## config.mk

```make
export PLATFORM = sky130hd
export DESIGN_NAME = bci_ctrl
export DESIGN_NICKNAME = d
export VERILOG_FILES = /design/src/hw/rtl/bci_pkg.sv /design/src/hw/rtl/bci_ctrl.sv
export SDC_FILE = /design/constraint.sdc
export NUM_CORES = 1
export LEC_CHECK = 0
export ABC_AREA = 1
export CAP_MARGIN = 20
export CORE_MARGIN = 8
export CORE_UTILIZATION = 30
export DETAILED_ROUTE_END_ITERATION = 6
export DONT_BUFFER_PORTS = 1
export PLACE_DENSITY = 0.45
export SKIP_CTS_REPAIR_TIMING = 1
export SYNTH_ARGS = -nofsm -noshare
export SYNTH_HDL_FRONTEND = slang
export SYNTH_SLANG_ARGS = --single-unit
```

## constraint.sdc

```tcl
create_clock -name clk -period 1.2 [get_ports clk]
set_input_delay 0.18 -clock clk [delete_from_list [all_inputs] [get_ports clk]]
set_output_delay 0.18 -clock clk [all_outputs]
set_load 0.02 [all_outputs]
```

## src/hw/rtl/bci_pkg.sv

```systemverilog
// Shared constants, codes and controller/datapath command types of the bilinear
// cell interpolator. Depends on nothing; all RTL files but bci_ram and the header import it.
`timescale 1ns / 1ps

package bci_pkg;

	localparam int BCI_MAX_CHANNELS = 16;
	localparam int BCI_FRAC_BITS    = 16;

	localparam int VAL_W      = 32;
	localparam int CH_W       = 4;
	localparam int CHAN_CNT_W = 5;
	localparam int CFG_IDX_W  = 3;
	localparam int CFG_DATA_W = 32;

	// Reset value of the reciprocal registers: 1.0 in the default format.
	localparam logic signed [VAL_W-1:0] INV_ONE    = 32'sd65536;
	localparam logic [CHAN_CNT_W-1:0]   CHANS_RST  = 5'd16;

	typedef enum logic {
		OP_LOAD  = 1'b0,
		OP_QUERY = 1'b1
	} op_t;

	typedef enum logic [CFG_IDX_W-1:0] {
		REG_ORIGIN_X   = 3'd0,
		REG_ORIGIN_Y   = 3'd1,
		REG_INV_WIDTH  = 3'd2,
		REG_INV_HEIGHT = 3'd3,
		REG_CHANS      = 3'd4
	} cfg_reg_t;

	typedef struct packed {
		logic load_wr;
		logic query_cap;
		logic norm_mul;
		logic norm_sel_y;
		logic nx_wr;
		logic ny_wr;
		logic issue;
	} bci_cmd_t;

	typedef struct packed {
		logic adv;
		logic pipe_busy;
		logic issue_last;
		logic no_chans;
	} bci_status_t;

endpackage

```

## src/hw/rtl/bci_ctrl.sv

```systemverilog
// Controller of the bilinear cell interpolator: input handshake and the sequence
// load / normalize / issue channels / drain. Depends on bci_pkg.
`timescale 1ns / 1ps

module bci_ctrl (
	input  logic                 clk,
	input  logic                 arst_n,
	input  logic                 item_valid,
	input  logic                 item_op,
	output logic                 item_ready,
	input  bci_pkg::bci_status_t sts,
	output bci_pkg::bci_cmd_t    cmd
);
	import bci_pkg::*;

	typedef enum logic [5:0] {
		ST_IDLE  = 6'b000001,
		ST_NX    = 6'b000010,
		ST_NY    = 6'b000100,
		ST_NYSAT = 6'b001000,
		ST_RUN   = 6'b010000,
		ST_DRAIN = 6'b100000
	} state_t;

	state_t state_q;
	state_t state_d;
	logic   accept;

	assign item_ready = (state_q == ST_IDLE);
	assign accept     = item_valid && item_ready;

	always_comb begin
		state_d = state_q;
		cmd     = '0;
		case (state_q)
			ST_IDLE: begin
				if (accept) begin
					if (item_op == OP_QUERY) begin
						cmd.query_cap = 1'b1;
						state_d       = ST_NX;
					end else begin
						cmd.load_wr = 1'b1;
					end
				end
			end
			ST_NX: begin
				cmd.norm_mul = 1'b1;
				state_d      = ST_NY;
			end
			ST_NY: begin
				cmd.norm_mul   = 1'b1;
				cmd.norm_sel_y = 1'b1;
				cmd.nx_wr      = 1'b1;
				state_d        = ST_NYSAT;
			end
			ST_NYSAT: begin
				cmd.ny_wr = 1'b1;
				state_d   = sts.no_chans ? ST_IDLE : ST_RUN;
			end
			ST_RUN: begin
				cmd.issue = sts.adv;
				if (sts.adv && sts.issue_last) begin
					state_d = ST_DRAIN;
				end
			end
			ST_DRAIN: begin
				if (!sts.pipe_busy) begin
					state_d = ST_IDLE;
				end
			end
			default: begin
				state_d = ST_IDLE;
			end
		endcase
	end

	always_ff @(posedge clk or negedge arst_n) begin
		if (!arst_n) begin
			state_q <= ST_IDLE;
		end else begin
			state_q <= state_d;
		end
	end

endmodule

```

### Word-level counts from Yosys, hierarchy flattened

Cells that the tools add are included.

| word-level totals | value |
|---|---|
| register bits after elaboration | 6 |
| bits of input ports | 8 |
| output and inout bits | 8 |
| word-level logic and storage cells | 29 |

| cells by class | value |
|---|---|
| mux-type cells | 14 |
| reduce and logical (&&, ||, !) cells | 4 |
| eq/ne operators | 10 |

Operators with widths:

| cell | count |
|---|---|
| case mux 6 bit (6 select lines) | 1 |
| 2-to-1 mux 6 bit | 4 |
| equality test 6 x 1 -> 1 bit, second input constant | 1 |
| equality test 6 x 2 -> 1 bit, second input constant | 1 |
| equality test 6 x 3 -> 1 bit, second input constant | 1 |
| equality test 6 x 4 -> 1 bit, second input constant | 1 |
| equality test 6 x 5 -> 1 bit, second input constant | 1 |
| equality test 6 bit, second input constant | 1 |
| 2-to-1 mux 2 bit | 3 |
| inequality test 2 bit, second input constant | 3 |
| 2-to-1 mux 1 bit | 5 |
| 2-to-1 mux 5 bit | 1 |
| AND reduction 4 bit | 1 |
| logical AND 1 bit | 2 |
| inequality test 2 x 1 -> 1 bit, second input constant | 1 |
| OR reduction 2 bit | 1 |

### Longest topological paths before layout

| depth | value |
|---|---|
| word-level depth | 4 |
| gate-level depth with buffers | 7 |
| gate-level depth less buffers | 7 |

### Worst setup path before layout

OpenSTA, ideal clock, no wires.

| timing | value |
|---|---|
| kind | flip-flop to output port |
| start | register state_q[5] |
| end | output port cmd[3] (netlist name) |
| arrival | 1.222 ns |
| stages on the path, launching flop included | 5 |
| data required time | 1.020 ns |
| setup slack | -0.202 ns |
| path buffers | 1 |
| cell sequence | dfrtp_1 nor2_4 nand2_1 nor2_1 buf_4 |

RTL lines:

| element | line | source |
|---|---|---|
| from (decl) | bci_ctrl.sv:25 | `state_t state_q;` |
| from (signal assigned) | bci_ctrl.sv:81 | `state_q <= state_d;` |
| to (decl) | bci_ctrl.sv:12 | `output bci_pkg::bci_cmd_t cmd` |

==> results.tsv <==
stage	metric	value	unit
setup_path	crit-path max FO	4	
synth	Syn Nets	69	
timing	RSZ-0062 raised after global routing	yes	
global_route	vias in the first global route	414	
min_path	worst hold start	item_op	
routing	post-route ant nets	0	
setup_path	CP arrival	1.32	ns
timing	Hold Fails Final Rpt	0	
global_route	first-pass GRT wire length	1.82	mm
clocking	Clock Latency Late Sink	0.25	ns
power_and_ir_drop	static leakage	0.333	nW
clocking	clock root buffer	clkbuf_4	
floorplanning	Core ar.	1320	sq um
clocking	Num Clock Sinks	6	
floorplanning	Die ar.	2900	sq um
routing	DR vias	445	
setup_path	r2r setup slk	-0.14	ns
layout	layout cells sized above 1	46.2	%
synth	syn_area_per_cell	7.04	sq um
floorplanning	row count	13	
global_route	GRT Total Usage	9.18	%
timing	slew margin rel.	79.2	%
setup_path	Startpoint Class	flop	
timing	slew at the pin closest to its max-slew limit	0.311	ns
synth	distinct cell type count after synthesis	15	
layout	layout net count	87	
clocking	CTS tree	done	
synth	Post-Syn Area	429	sq um
setup_path	Crit Path Class	flop to output pin	
routing	drc violations	0	
layout	post-synthesis to final-layout area growth	52.5	%
setup_path	worst r2r src	state_q[5]$_DFFE_PN0P_	
synth	Ys Warns	0	
timing	Max Freq	667	MHz
routing	TritonRoute pass-1 iters	2	
global_route	largest net degree at the start of global routing	7	
setup_path	worst-case reg-to-reg path depth	8	
layout	ANT cells	0	
clocking	CTS Buf Count	3	
routing	DRT iter0 DRCs	1	
setup_path	Reg-to-Reg End	state_q[0]$_DFFE_PN1P_	
floorplanning	initial core utilization	32.6	%
power_and_ir_drop	Peak VDD IR	0.771	mV
run_status	status	finished with violations	
synth	Synth area leader	dfrtp_1	
layout	Fill cells	128	
timing	Final TNS setup	-2.14	ns
layout	most frequent cells in the layout	10 x inv_1, 10 x buf_4, 8 x nor2_1	
clocking	CTS Buffer Depth	2	
layout	max reg flops	6	
floorplanning	io pins	16	
layout	Multi-input gate area	283	sq um
clocking	H-tree lvl count	1	
timing	final setup margin	-0.298	ns
setup_path	crit end category	output pin	
synth	Synth Register Bits	6	
min_path	HP Class	input port to flop	
timing	crit share post-route	125	%
place	DP Cell Count	83	
floorplanning	die height	53.8	microns
layout	register area	153	sq um
global_route	initial antenna violation count	0	
min_path	Hold Path End	state_q[1]$_DFFE_PN0P_	
timing	Setup Skew	0.0173	ns
min_path	hold path cells	2	
layout	Finished Layout Cells	93	
place	gpl congestion	0.806	
setup_path	critical path required time	1.02	ns
synth	share of Yosys cell area claimed by the top area cell type	29.2	%
timing	# setup viols final	11	
place	I/O Buffers	0	
synth	sequential cell area fraction in the yosys report	35.3	%
routing	routed wire length per instance	13.5	microns
place	detailed placement HPWL	918	microns
layout	Largest Register	state_q	
global_route	Congestion Overflow GR	0	
routing	WL final	1.25	mm
layout	final design utilization	49.7	%
clocking	Clk pin slew, worst setup/hold paths	0.06	ns
timing	crit path time final	1.50	ns
synth	Synth Instances	61	
synth	top post-synthesis cells by area	dfrtp_1 29%, nand3_1 12%, nor2_1 10%, nor2_4 10%, inv_1 9.6%	
flow_run	max-cap violations	0	
power_and_ir_drop	power density cells	2130	nW/um^2
floorplanning	die width	53.8	microns
timing	Final Max Tran Viols	0	
layout	Top Registers	state_q: 6 flops	
run_status	failing checks	negative setup slack	
routing	vias per cell	4.78	
-- cell families after synthesis --
| family | share of synthesized area [%] |
|---|---|
| AO/OA/AOI/OAI | 8.46 |
| AND/OR/NAND/NOR | 44.0 |
| buffers and inverters | 12.2 |
| flip-flops | 35.3 |
-- power breakdown --
| group | total [W] | internal (W) | leakage [nW] | switching [W] |
|---|---|---|---|---|
| combinational | 0.000865 | 0.000361 | 0.241 | 0.000504 |
| clock | 0.000209 | 0.000127 | 0.0150 | 0.0000821 |
| sequential | 0.000321 | 0.000262 | 0.0776 | 0.0000597 |
| total | 0.00140 | 0.000749 | 0.333 | 0.000646 |
-- layer usage --
layer  GRT usage, %  share of wire (%)
met5              0                  0
met4           8.82                1.7
met3           4.13                3.7
met2           13.5                 55
met1           9.45                 40
-- cells in the mapped netlist --
| master | instances |
|---|---|
| o21ai_0 | 1 |
| nand4_1 | 1 |
| a22oi_1 | 1 |
| nor2_4 | 4 |
| o21ai_2 | 2 |
| nand3_1 | 10 |
| dfstp_2 | 1 |
| o22ai_1 | 1 |
| inv_1 | 11 |
| inv_2 | 1 |
| nand2_1 | 8 |
| dfrtp_1 | 5 |
| nor2_1 | 12 |
| buf_4 | 1 |
| nand2_2 | 2 |
-- critical path: stages, from the launching register on --
cell and delay [ns]:
dfrtp_2 0.43, nor2_4 0.17, buf_4 0.14, nand3_2 0.09, o21ai_2 0.09, buf_6 0.14
-- worst max path at each step --
stage | startpoint | to | slack, ns
finish | state_q[5]$_DFFE_PN0P_ | cmd[4] | -0.30
global route | state_q[4]$_DFFE_PN0P_ | cmd[0] | -0.38
CTS | state_q[4]$_DFFE_PN0P_ | cmd[5] | -0.35
detailed placement | state_q[4]$_DFFE_PN0P_ | cmd[5] | -0.06
global placement | state_q[4]$_DFFE_PN0P_ | cmd[5] | -0.03
floorplan | state_q[4]$_DFFE_PN0P_ | cmd[5] | -0.09
-- cell type report --
| type | count | area share (%) |
|---|---|---|
| Tap cell | 15 | 2.87 |
| Clock buffer | 4 | 4.02 |
| Sequential cell | 6 | 23.3 |
| Inverter | 12 | 7.27 |
| Multi-Input combinational cell | 42 | 43.2 |
| Timing Repair Buffer | 14 | 19.3 |
-- through the flow --
step | worst slack [ns] | area, sq um | hold WS, ns | total power (W)
after floorplan | -0.0949 | 454 | -0.116 | 0.000840
after global placement | -0.0334 | 538 | -0.115 | 0.00105
after detailed placement | -0.0559 | 538 | -0.115 | 0.00105
after CTS | -0.346 | 564 | -0.393 | 0.00127
after global routing | -0.378 | 654 | 0.0892 | 0.00149
final | -0.298 | 654 | 0.0929 | 0.00140
Power figures use the tool's default switching activity.
